## src/rtl/core/ddpq_pkg.sv

```systemverilog
// ----------------------------------------------------------------------------
// ddpq_pkg
// shared types and codes for the dual drop-oldest priority queue
// ----------------------------------------------------------------------------
package ddpq_pkg;

  localparam int OP_W      = 2;
  localparam int WORD_W    = 32;
  localparam int LINK_W    = 2;
  localparam int STAT_IX_W = 3;
  localparam int STATUS_W  = 3;
  localparam int FCOUNT_W  = 3;
  localparam int ACOUNT_W  = 4;
  localparam int NUM_CNT   = 7;

  localparam logic [OP_W-1:0] OP_ENQ_FRAME = 2'd0;
  localparam logic [OP_W-1:0] OP_ENQ_AUX   = 2'd1;
  localparam logic [OP_W-1:0] OP_SERVICE   = 2'd2;

  localparam logic [LINK_W-1:0] LINK_OK   = 2'd0;
  localparam logic [LINK_W-1:0] LINK_BUSY = 2'd1;

  localparam logic [STATUS_W-1:0] ST_ENQ_OK   = 3'd0;
  localparam logic [STATUS_W-1:0] ST_ENQ_DROP = 3'd1;
  localparam logic [STATUS_W-1:0] ST_SENT     = 3'd2;
  localparam logic [STATUS_W-1:0] ST_BUSY     = 3'd3;
  localparam logic [STATUS_W-1:0] ST_ERROR    = 3'd4;
  localparam logic [STATUS_W-1:0] ST_IDLE     = 3'd5;

  localparam logic [STAT_IX_W-1:0] CNT_FRAME_ENQ = 3'd0;
  localparam logic [STAT_IX_W-1:0] CNT_FRAME_OVF = 3'd1;
  localparam logic [STAT_IX_W-1:0] CNT_AUX_ENQ   = 3'd2;
  localparam logic [STAT_IX_W-1:0] CNT_AUX_OVF   = 3'd3;
  localparam logic [STAT_IX_W-1:0] CNT_OK        = 3'd4;
  localparam logic [STAT_IX_W-1:0] CNT_BUSY      = 3'd5;
  localparam logic [STAT_IX_W-1:0] CNT_ERROR     = 3'd6;
  localparam logic [STAT_IX_W-1:0] STAT_LAST     = 3'd7;

  localparam logic [WORD_W-1:0] AUX_MASK_RESET = 32'd1;

  typedef struct packed {
    logic [OP_W-1:0]      op;
    logic [WORD_W-1:0]    payload;
    logic [LINK_W-1:0]    link_status;
    logic [STAT_IX_W-1:0] stat_index;
  } in_item_t;

  typedef struct packed {
    logic [STATUS_W-1:0] status_code;
    logic                tx_valid;
    logic                tx_from_aux;
    logic [WORD_W-1:0]   tx_payload;
    logic [FCOUNT_W-1:0] frame_count;
    logic [ACOUNT_W-1:0] aux_count;
    logic [WORD_W-1:0]   stat_value;
  } out_item_t;

  typedef struct packed {
    logic push;
    logic pop;
  } ring_ctrl_t;

  typedef struct packed {
    logic full;
    logic empty;
  } ring_flags_t;

endpackage

```

## src/rtl/core/ddpq_ring.sv

```systemverilog
// ----------------------------------------------------------------------------
// ddpq_ring
// register ring queue that drops its oldest entry when pushed while full
// ----------------------------------------------------------------------------
module ddpq_ring #(
  parameter int DEPTH  = 4,
  parameter int WIDTH  = 32
) (
  input  logic                         clk,
  input  logic                         rst,
  input  ddpq_pkg::ring_ctrl_t         ctrl,
  input  logic [WIDTH-1:0]             wdata,
  output logic [WIDTH-1:0]             head_data,
  output logic [$clog2(DEPTH+1)-1:0]   fill,
  output logic [$clog2(DEPTH+1)-1:0]   fill_next,
  output ddpq_pkg::ring_flags_t        flags
);

  localparam int IW = (DEPTH > 1) ? $clog2(DEPTH) : 1;
  localparam int FW = $clog2(DEPTH + 1);
  localparam logic [IW-1:0] LAST_IX = IW'(DEPTH - 1);
  localparam logic [FW-1:0] FULL_FILL = FW'(DEPTH);

  logic [WIDTH-1:0] store [DEPTH];
  logic [IW-1:0]    head;
  logic [IW-1:0]    head_next;
  logic [IW-1:0]    tail;
  logic [IW-1:0]    tail_next;
  logic [IW-1:0]    head_inc;
  logic [IW-1:0]    tail_inc;

  assign flags.full  = (fill == FULL_FILL);
  assign flags.empty = (fill == '0);
  assign head_data   = store[head];
  assign head_inc    = (head == LAST_IX) ? '0 : head + 1'b1;
  assign tail_inc    = (tail == LAST_IX) ? '0 : tail + 1'b1;

  always_comb begin
    head_next = head;
    tail_next = tail;
    fill_next = fill;
    if (ctrl.push) begin
      tail_next = tail_inc;
      if (flags.full) begin
        head_next = head_inc;
      end else begin
        fill_next = fill + 1'b1;
      end
    end else if (ctrl.pop) begin
      head_next = head_inc;
      fill_next = fill - 1'b1;
    end
  end

  always_ff @(posedge clk) begin
    if (rst) begin
      head <= '0;
      tail <= '0;
      fill <= '0;
    end else begin
      head <= head_next;
      tail <= tail_next;
      fill <= fill_next;
    end
  end

  always_ff @(posedge clk) begin
    if (ctrl.push) begin
      store[tail] <= wdata;
    end
  end

endmodule

```

## src/rtl/core/dual_drop_oldest_priority_queue_top.sv

```systemverilog
// ----------------------------------------------------------------------------
// dual_drop_oldest_priority_queue_top
// frame and aux drop-oldest queues with strict-priority link service
// ----------------------------------------------------------------------------
// One beat in gives one beat out. A beat is taken in every cycle while the
// output is not backed up: the queues, counters and the result are all worked
// out in the cycle the beat is taken; the result is registered into the
// output register, or the skid register while the output is stalled. A
// two-entry output buffer (output register plus skid register) lets one more
// beat in while a result waits; stall reaches the input once the skid is full.
// No clearing pass follows reset; queue contents are only read once written.
module dual_drop_oldest_priority_queue_top #(
  parameter int FRAME_DEPTH   = 4,
  parameter int AUX_DEPTH     = 8,
  parameter int PAYLOAD_WIDTH = 32
) (
  input  logic                clk,
  input  logic                rst,
  input  logic                cfg_wr_en,
  input  logic [31:0]         cfg_wr_data,
  input  logic                in_valid,
  output logic                in_stall,
  input  ddpq_pkg::in_item_t  in_data,
  output logic                out_valid,
  input  logic                out_stall,
  output ddpq_pkg::out_item_t out_data
);

  localparam int WW  = ddpq_pkg::WORD_W;
  localparam int SW  = (PAYLOAD_WIDTH < WW) ? PAYLOAD_WIDTH : WW;
  localparam int FFW = $clog2(FRAME_DEPTH + 1);
  localparam int AFW = $clog2(AUX_DEPTH + 1);
  localparam int FCW = ddpq_pkg::FCOUNT_W;
  localparam int ACW = ddpq_pkg::ACOUNT_W;
  localparam int LW  = ddpq_pkg::LINK_W;

  logic [WW-1:0]         aux_overflow_mask;
  logic [WW-1:0]         counters      [ddpq_pkg::NUM_CNT];
  logic [WW-1:0]         counters_next [ddpq_pkg::NUM_CNT];
  logic [LW-1:0]         last_status;
  logic [LW-1:0]         last_status_next;

  logic                  accept;
  logic                  frame_push;
  logic                  aux_push;
  logic                  service;
  logic                  use_aux;
  logic                  link_ok;
  logic                  link_busy;
  logic [SW-1:0]         aux_wdata;
  logic [SW-1:0]         tx_word;

  ddpq_pkg::ring_ctrl_t  f_ctrl;
  ddpq_pkg::ring_ctrl_t  a_ctrl;
  ddpq_pkg::ring_flags_t f_flags;
  ddpq_pkg::ring_flags_t a_flags;
  logic [SW-1:0]         f_head;
  logic [SW-1:0]         a_head;
  logic [FFW-1:0]        f_fill;
  logic [FFW-1:0]        f_fill_next;
  logic [AFW-1:0]        a_fill;
  logic [AFW-1:0]        a_fill_next;

  ddpq_pkg::out_item_t   result;
  ddpq_pkg::out_item_t   skid;
  logic                  skid_valid;

  assign in_stall   = skid_valid;
  assign accept     = in_valid && !in_stall;
  assign frame_push = accept && (in_data.op == ddpq_pkg::OP_ENQ_FRAME);
  assign aux_push   = accept && (in_data.op == ddpq_pkg::OP_ENQ_AUX);
  assign service    = accept && (in_data.op == ddpq_pkg::OP_SERVICE)
                      && !(f_flags.empty && a_flags.empty);
  assign use_aux    = f_flags.empty;
  assign link_ok    = (in_data.link_status == ddpq_pkg::LINK_OK);
  assign link_busy  = (in_data.link_status == ddpq_pkg::LINK_BUSY);

  assign f_ctrl.push = frame_push;
  assign f_ctrl.pop  = service && link_ok && !use_aux;
  assign a_ctrl.push = aux_push;
  assign a_ctrl.pop  = service && link_ok && use_aux;

  assign aux_wdata = SW'(in_data.payload)
                     | (a_flags.full ? SW'(aux_overflow_mask) : '0);
  assign tx_word   = use_aux ? a_head : f_head;

  ddpq_ring #(
    .DEPTH (FRAME_DEPTH),
    .WIDTH (SW)
  ) u_frame_q (
    .clk       (clk),
    .rst       (rst),
    .ctrl      (f_ctrl),
    .wdata     (SW'(in_data.payload)),
    .head_data (f_head),
    .fill      (f_fill),
    .fill_next (f_fill_next),
    .flags     (f_flags)
  );

  ddpq_ring #(
    .DEPTH (AUX_DEPTH),
    .WIDTH (SW)
  ) u_aux_q (
    .clk       (clk),
    .rst       (rst),
    .ctrl      (a_ctrl),
    .wdata     (aux_wdata),
    .head_data (a_head),
    .fill      (a_fill),
    .fill_next (a_fill_next),
    .flags     (a_flags)
  );

  // statistics update
  always_comb begin
    counters_next    = counters;
    last_status_next = last_status;
    if (frame_push) begin
      counters_next[ddpq_pkg::CNT_FRAME_ENQ] = counters[ddpq_pkg::CNT_FRAME_ENQ] + 1'b1;
      if (f_flags.full) begin
        counters_next[ddpq_pkg::CNT_FRAME_OVF] = counters[ddpq_pkg::CNT_FRAME_OVF] + 1'b1;
      end
    end
    if (aux_push) begin
      counters_next[ddpq_pkg::CNT_AUX_ENQ] = counters[ddpq_pkg::CNT_AUX_ENQ] + 1'b1;
      if (a_flags.full) begin
        counters_next[ddpq_pkg::CNT_AUX_OVF] = counters[ddpq_pkg::CNT_AUX_OVF] + 1'b1;
      end
    end
    if (service) begin
      last_status_next = in_data.link_status;
      priority if (link_ok) begin
        counters_next[ddpq_pkg::CNT_OK] = counters[ddpq_pkg::CNT_OK] + 1'b1;
      end else if (link_busy) begin
        counters_next[ddpq_pkg::CNT_BUSY] = counters[ddpq_pkg::CNT_BUSY] + 1'b1;
      end else begin
        counters_next[ddpq_pkg::CNT_ERROR] = counters[ddpq_pkg::CNT_ERROR] + 1'b1;
      end
    end
  end

  // result beat
  always_comb begin
    result             = '0;
    result.status_code = ddpq_pkg::ST_IDLE;
    if (frame_push) begin
      result.status_code = f_flags.full ? ddpq_pkg::ST_ENQ_DROP : ddpq_pkg::ST_ENQ_OK;
    end else if (aux_push) begin
      result.status_code = a_flags.full ? ddpq_pkg::ST_ENQ_DROP : ddpq_pkg::ST_ENQ_OK;
    end else if (service) begin
      result.tx_valid    = 1'b1;
      result.tx_from_aux = use_aux;
      result.tx_payload  = WW'(tx_word);
      priority if (link_ok) begin
        result.status_code = ddpq_pkg::ST_SENT;
      end else if (link_busy) begin
        result.status_code = ddpq_pkg::ST_BUSY;
      end else begin
        result.status_code = ddpq_pkg::ST_ERROR;
      end
    end
    result.frame_count = FCW'(f_fill_next);
    result.aux_count   = ACW'(a_fill_next);
    if (in_data.stat_index == ddpq_pkg::STAT_LAST) begin
      result.stat_value = WW'(last_status_next);
    end else begin
      result.stat_value = counters_next[in_data.stat_index];
    end
  end

  always_ff @(posedge clk) begin
    if (rst) begin
      aux_overflow_mask <= ddpq_pkg::AUX_MASK_RESET;
      counters          <= '{default: '0};
      last_status       <= '0;
    end else begin
      if (cfg_wr_en) begin
        aux_overflow_mask <= cfg_wr_data;
      end
      counters    <= counters_next;
      last_status <= last_status_next;
    end
  end

  // output register with skid
  always_ff @(posedge clk) begin
    if (rst) begin
      out_valid  <= 1'b0;
      skid_valid <= 1'b0;
    end else if (accept) begin
      if (out_valid && out_stall) begin
        skid_valid <= 1'b1;
      end else begin
        out_valid <= 1'b1;
      end
    end else if (!out_valid || !out_stall) begin
      out_valid  <= skid_valid;
      skid_valid <= 1'b0;
    end
  end

  always_ff @(posedge clk) begin
    if (accept) begin
      if (out_valid && out_stall) begin
        skid <= result;
      end else begin
        out_data <= result;
      end
    end else if ((!out_valid || !out_stall) && skid_valid) begin
      out_data <= skid;
    end
  end

  a_skid_needs_out : assert property (@(posedge clk) disable iff (rst)
    skid_valid |-> out_valid)
    else $error("skid holds a beat while the output register is empty");

  a_tx_status : assert property (@(posedge clk) disable iff (rst)
    (out_valid && out_data.tx_valid) |->
      (out_data.status_code == ddpq_pkg::ST_SENT ||
       out_data.status_code == ddpq_pkg::ST_BUSY ||
       out_data.status_code == ddpq_pkg::ST_ERROR))
    else $error("offered entry with a non-service status");

  a_fill_bound : assert property (@(posedge clk) disable iff (rst)
    (f_fill <= FFW'(FRAME_DEPTH)) && (a_fill <= AFW'(AUX_DEPTH)))
    else $error("queue fill beyond depth");

  a_frame_enq_count : assert property (@(posedge clk) disable iff (rst)
    frame_push |=> (counters[ddpq_pkg::CNT_FRAME_ENQ]
                    == $past(counters[ddpq_pkg::CNT_FRAME_ENQ]) + 1'b1))
    else $error("frame enqueue not counted");

endmodule

```

## config.mk

```make
export PLATFORM = sky130hd
export DESIGN_NAME = dual_drop_oldest_priority_queue_top
export DESIGN_NICKNAME = d
export VERILOG_FILES = /design/src/rtl/core/ddpq_pkg.sv /design/src/rtl/core/ddpq_ring.sv /design/src/rtl/core/dual_drop_oldest_priority_queue_top.sv
export SDC_FILE = /design/constraint.sdc
export NUM_CORES = 1
export LEC_CHECK = 0
export BUFFER_PORTS_ARGS = -buffer_cell sky130_fd_sc_hd__buf_2
export CORE_ASPECT_RATIO = 1.4
export CORE_MARGIN = 2
export CORE_UTILIZATION = 40
export DETAILED_ROUTE_END_ITERATION = 16
export GPL_ROUTABILITY_DRIVEN = 0
export GPL_TIMING_DRIVEN = 0
export SLEW_MARGIN = 15
export SYNTH_ARGS = -nofsm -noshare
export SYNTH_HDL_FRONTEND = slang
export SYNTH_HIERARCHICAL = 1
export SYNTH_SLANG_ARGS = --single-unit
```

## constraint.sdc

```tcl
create_clock -name clk -period 8.07 [get_ports clk]
set_clock_uncertainty 0.2 [all_clocks]
set_input_delay 0.4035 -clock clk [delete_from_list [all_inputs] [get_ports clk]]
set_output_delay 0.4035 -clock clk [all_outputs]
set_load 0.02 [all_outputs]
```

==> metrics.log <==
INFO  metric antenna_violating_nets_post_route = 0
INFO  metric dr.first_iter.drc_count = approximately 2.7k
INFO  metric port-buffer-count = roughly 150
INFO  metric postCtsResizedCells = 0
INFO  metric core_footprint = 0.0881 sq mm
INFO  metric maxClockFrequency = 193 MHz
INFO  metric tritoncts = done
INFO  metric cts_buffers = between 80 and 90
INFO  metric layout.cells.non_filler = roughly 4.3k
INFO  metric grt_usage = between 20% and 30%
INFO  metric postSynthCellCount = approximately 2.7k
INFO  metric end_kind = flop
INFO  metric number_of_flops_mapped_to_enable_cells_by_yosys = between 500 and 600
INFO  metric synth_seq_cells = between 800 and 900
INFO  metric final-setup-viol-count = 0
INFO  metric rrSetupSlack = around 2.9 ns
INFO  metric initial_core_util = between 40% and 50%
INFO  metric die_w = ~260 um
INFO  metric run_status = complete, no violations
INFO  metric cp_cell_sequence = inv_1, ha_1, and2b_2, clkbuf_1, nand2_1, nand3_1, clkbuf_1, buf_1, nor3_1, xnor2_1, nand2_1, nand3_1, a211oi_1
INFO  metric utilization = 47.4%
INFO  metric synth_seq_area_share = 61.2%
INFO  metric total_via_count_after_detailed_routing = 24.6k
INFO  metric placed_cells_incl_taps = around 4.1k
INFO  metric netlist.area_leader.share = 45.3%
INFO  metric clk_pin_slew = about 0.07 ns
INFO  metric detail_route.vias_per_cell = about 5.7
INFO  metric critical_path.startpoint = u_frame_q/fill[1]$_SDFF_PP0_
INFO  metric critical_path_arrival = 5.38 ns
INFO  metric critical_path.reg2reg.startpoint = u_frame_q/fill[1]$_SDFF_PP0_
INFO  metric worst_slew_margin_rel = 21.4%
INFO  metric final_layout_size_suffix_gt1_share = 15.7%
INFO  metric areaGrowthSynthToFinish = 17.6%
INFO  metric clockRootBuffer = clkbuf_16
INFO  metric multiInputGateArea = around 0.013 sq mm
INFO  metric worst_setup_path_endpoint = out_data[7]$_DFFE_PP_
INFO  metric layout.area.seq = 0.0217 sq mm
INFO  metric tightestPinTransition = 1.18 ns
INFO  metric critical_path_peak_fanout = 10
INFO  metric post_synth_instance_area = between 0.03 and 0.04 sq mm
INFO  metric post_synth_arst_share = 0%
INFO  metric number_of_antenna_violations_at_the_first_check_in_global_routing = 6
INFO  metric crit_required = around 8.3 ns
INFO  metric mostFrequentLayoutCell = edfxtp_1
INFO  metric io_pins = roughly 150
INFO  metric netlist-cell-type-count = 85
INFO  metric critical_path.startpoint_type = flop
INFO  metric wire_length_of_the_first_global_routing_pass = 159,000 um
INFO  metric detailed_place_hpwl = just under 80,000 um
INFO  metric postLayoutCellArea = ~0.042 sq mm
INFO  metric total_routed_length = roughly 110,000 um
INFO  metric worst_hold_path_type = primary input to flop
INFO  metric unrepaired_setup_endpoints_after_global_routing = no
INFO  metric fin_nets = 3,164
INFO  metric num-fill-cells = ~7.8k
INFO  metric dpl_cell_area = 0.0382 sq mm
INFO  metric leakage = approximately 15 nW
INFO  metric die_ht = between 300 and 400 um
INFO  metric mostFrequentLayoutCells = edfxtp_1 (536), nor2_1 (322), dfxtp_1 (282), nand2_1 (167), buf_2 (160)
INFO  metric cts_num_sinks = approximately 800
INFO  metric synth_nets = 2,842
INFO  metric worst_skew_pair.late_latency = 0.67 ns
INFO  metric grt_start_max_net_pins = 32
INFO  metric drt_first_pass_iters = 7
INFO  metric cts_buffer_depth = 3
INFO  metric post_synth.cell_area_avg = roughly 13 sq um
INFO  metric drc = 0
INFO  metric rows = around 130
INFO  metric routed_wire_length_per_instance = between 20 and 30 um
INFO  metric synth_ff_type = edfxtp_1
INFO  metric finalHoldViolCount = 0
INFO  metric crit_slowest_cell = clkbuf_1
INFO  metric worst_r2r_path_depth = 13
INFO  metric synthTopCellsByArea = edfxtp_1 (45%), dfxtp_1 (16%), mux4_2 (4.0%)
INFO  metric die-area = 0.0912 sq mm
INFO  metric setup_total_negative_slack = 0 ns
INFO  metric ys_warn_count = 6
INFO  metric cap_violations = 0
INFO  metric number_of_global_route_vias_before_repair = ~25k
INFO  metric timing.final.crit_share = roughly 64%
INFO  metric h-tree-depth = 3
INFO  metric crit_type = flop to flop
INFO  metric synth_top_area_cell = edfxtp_1
INFO  metric max-vdd-ir-drop = 0.156 mV
INFO  metric power_density = roughly 220 mW/mm^2
INFO  metric globalRoute.totalOverflow = 0
INFO  metric regToRegEndpoint = out_data[7]$_DFFE_PP_
INFO  metric timing.critical_path.slowest_cell_delay = approximately 0.75 ns
INFO  metric final-max-slew-violation-count = 0
INFO  metric final.min_clock_period = a little over 5 ns
==> repair_timing <==
action                                  4_1_cts  5_1_grt
hold buffers                                 66        0
hold endpoints to repair                    168        0
endpoints found under the setup margin        0        0
buffers inserted                              0        0
==> Yosys cell counts, types with 40 or more instances <==
master,n
a21o_1,69
a21oi_1,40
clkbuf_1,102
dfxtp_1,282
edfxtp_1,536
inv_1,42
mux2_2,47
mux2i_1,88
mux4_1,40
mux4_2,63
nand2_1,167
nand3_1,82
nand4_1,86
nor2_1,329
nor2b_1,42
nor3_1,55
nor4_1,62
o21ai_0,42
xnor2_1,113
xor2_1,82
==> state kept, by name, summed over array words and instances (netlist names), named ones only <==
register,count
in_stall,1
skid,76
aux_overflow_mask,32
out_valid,1
u_frame_q/store,128
u_frame_q/head,2
out_data,76
last_status,2
u_frame_q/tail,2
u_aux_q/fill,4
u_aux_q/tail,3
counters,224
u_aux_q/head,3
u_frame_q/fill,3
u_aux_q/store,256
==> critical path: cells and delay by family, from the launching register on <==
kind            cells  cell delay [ns]
fa+ha+maj           1             0.21
flops               1             0.33
buf+inv             4             2.03
compound gates      1             0.62
xor+xnor            1             0.23
simple gates        6             1.30
==> where the power goes <==
part           total [mW]  switching, mW  internal [mW]  leakage, nW
combinational       0.598          0.404          0.194         5.98
clock                4.08           1.70           2.38         1.40
sequential           4.57         0.0306           4.54         7.27
==> routing by layer <==
| layer | track usage [%] | wire length [um] | vias up |
|---|---|---|---|
| met3 | 3.79 | 7690 | 331 |
| li1 | - | - | 10964 |
| met2 | 40.8 | 53600 | 1150 |
| met4 | 14.6 | 7100 | 4 |
| met1 | 26.9 | 39400 | 12158 |
| met5 | 0 | 33 | - |
==> through the flow <==
step,setup slack (ns),power (mW),hold WS [ns]
CTS,2.99,9.30,0.0415
global placement,0.737,5.21,0.277
detailed placement,2.99,5.23,0.284
floorplan,3.37,4.97,0.259
global route,2.68,9.50,0.0908
finish,2.88,9.25,0.0570
==> cell families after synthesis <==
logic type | share of synthesized area, %
simple gates | 13.9
buf+inv | 2.29
fa+ha+maj | 0.775
xor+xnor | 4.81
flops | 61.2
compound gates | 6.02
mux | 11.0
==> area by class of cell <==
class	count	area share [%]
plain buffers	144	1.55
multi-input cells	1737	31.2
clock buffers	102	5.29
clock inverters	49	1.62
repair buffers	238	4.29
diodes	1	0.00599
inverters	45	0.405
flip-flops and latches	818	52.1
well taps	1179	3.53
==> worst min-delay path by stage <==
stage                                        from                            endpoint  slack [ns]  cells after the start
6_report                               in_data[3]           last_status[0]$_SDFF_PP0_        0.06                      3
5_1_grt                                in_data[3]           last_status[0]$_SDFF_PP0_        0.09                      3
4_1_cts                                in_data[3]           last_status[0]$_SDFF_PP0_        0.04                      3
3_5_place_dp   aux_overflow_mask[18]$_SDFFE_PP0P_  aux_overflow_mask[18]$_SDFFE_PP0P_        0.28                      2
3_3_place_gp   aux_overflow_mask[17]$_SDFFE_PP0P_  aux_overflow_mask[17]$_SDFFE_PP0P_        0.28                      2
2_1_floorplan           last_status[0]$_SDFF_PP0_           last_status[0]$_SDFF_PP0_        0.26                      2
Power figures use the tool's default switching activity.
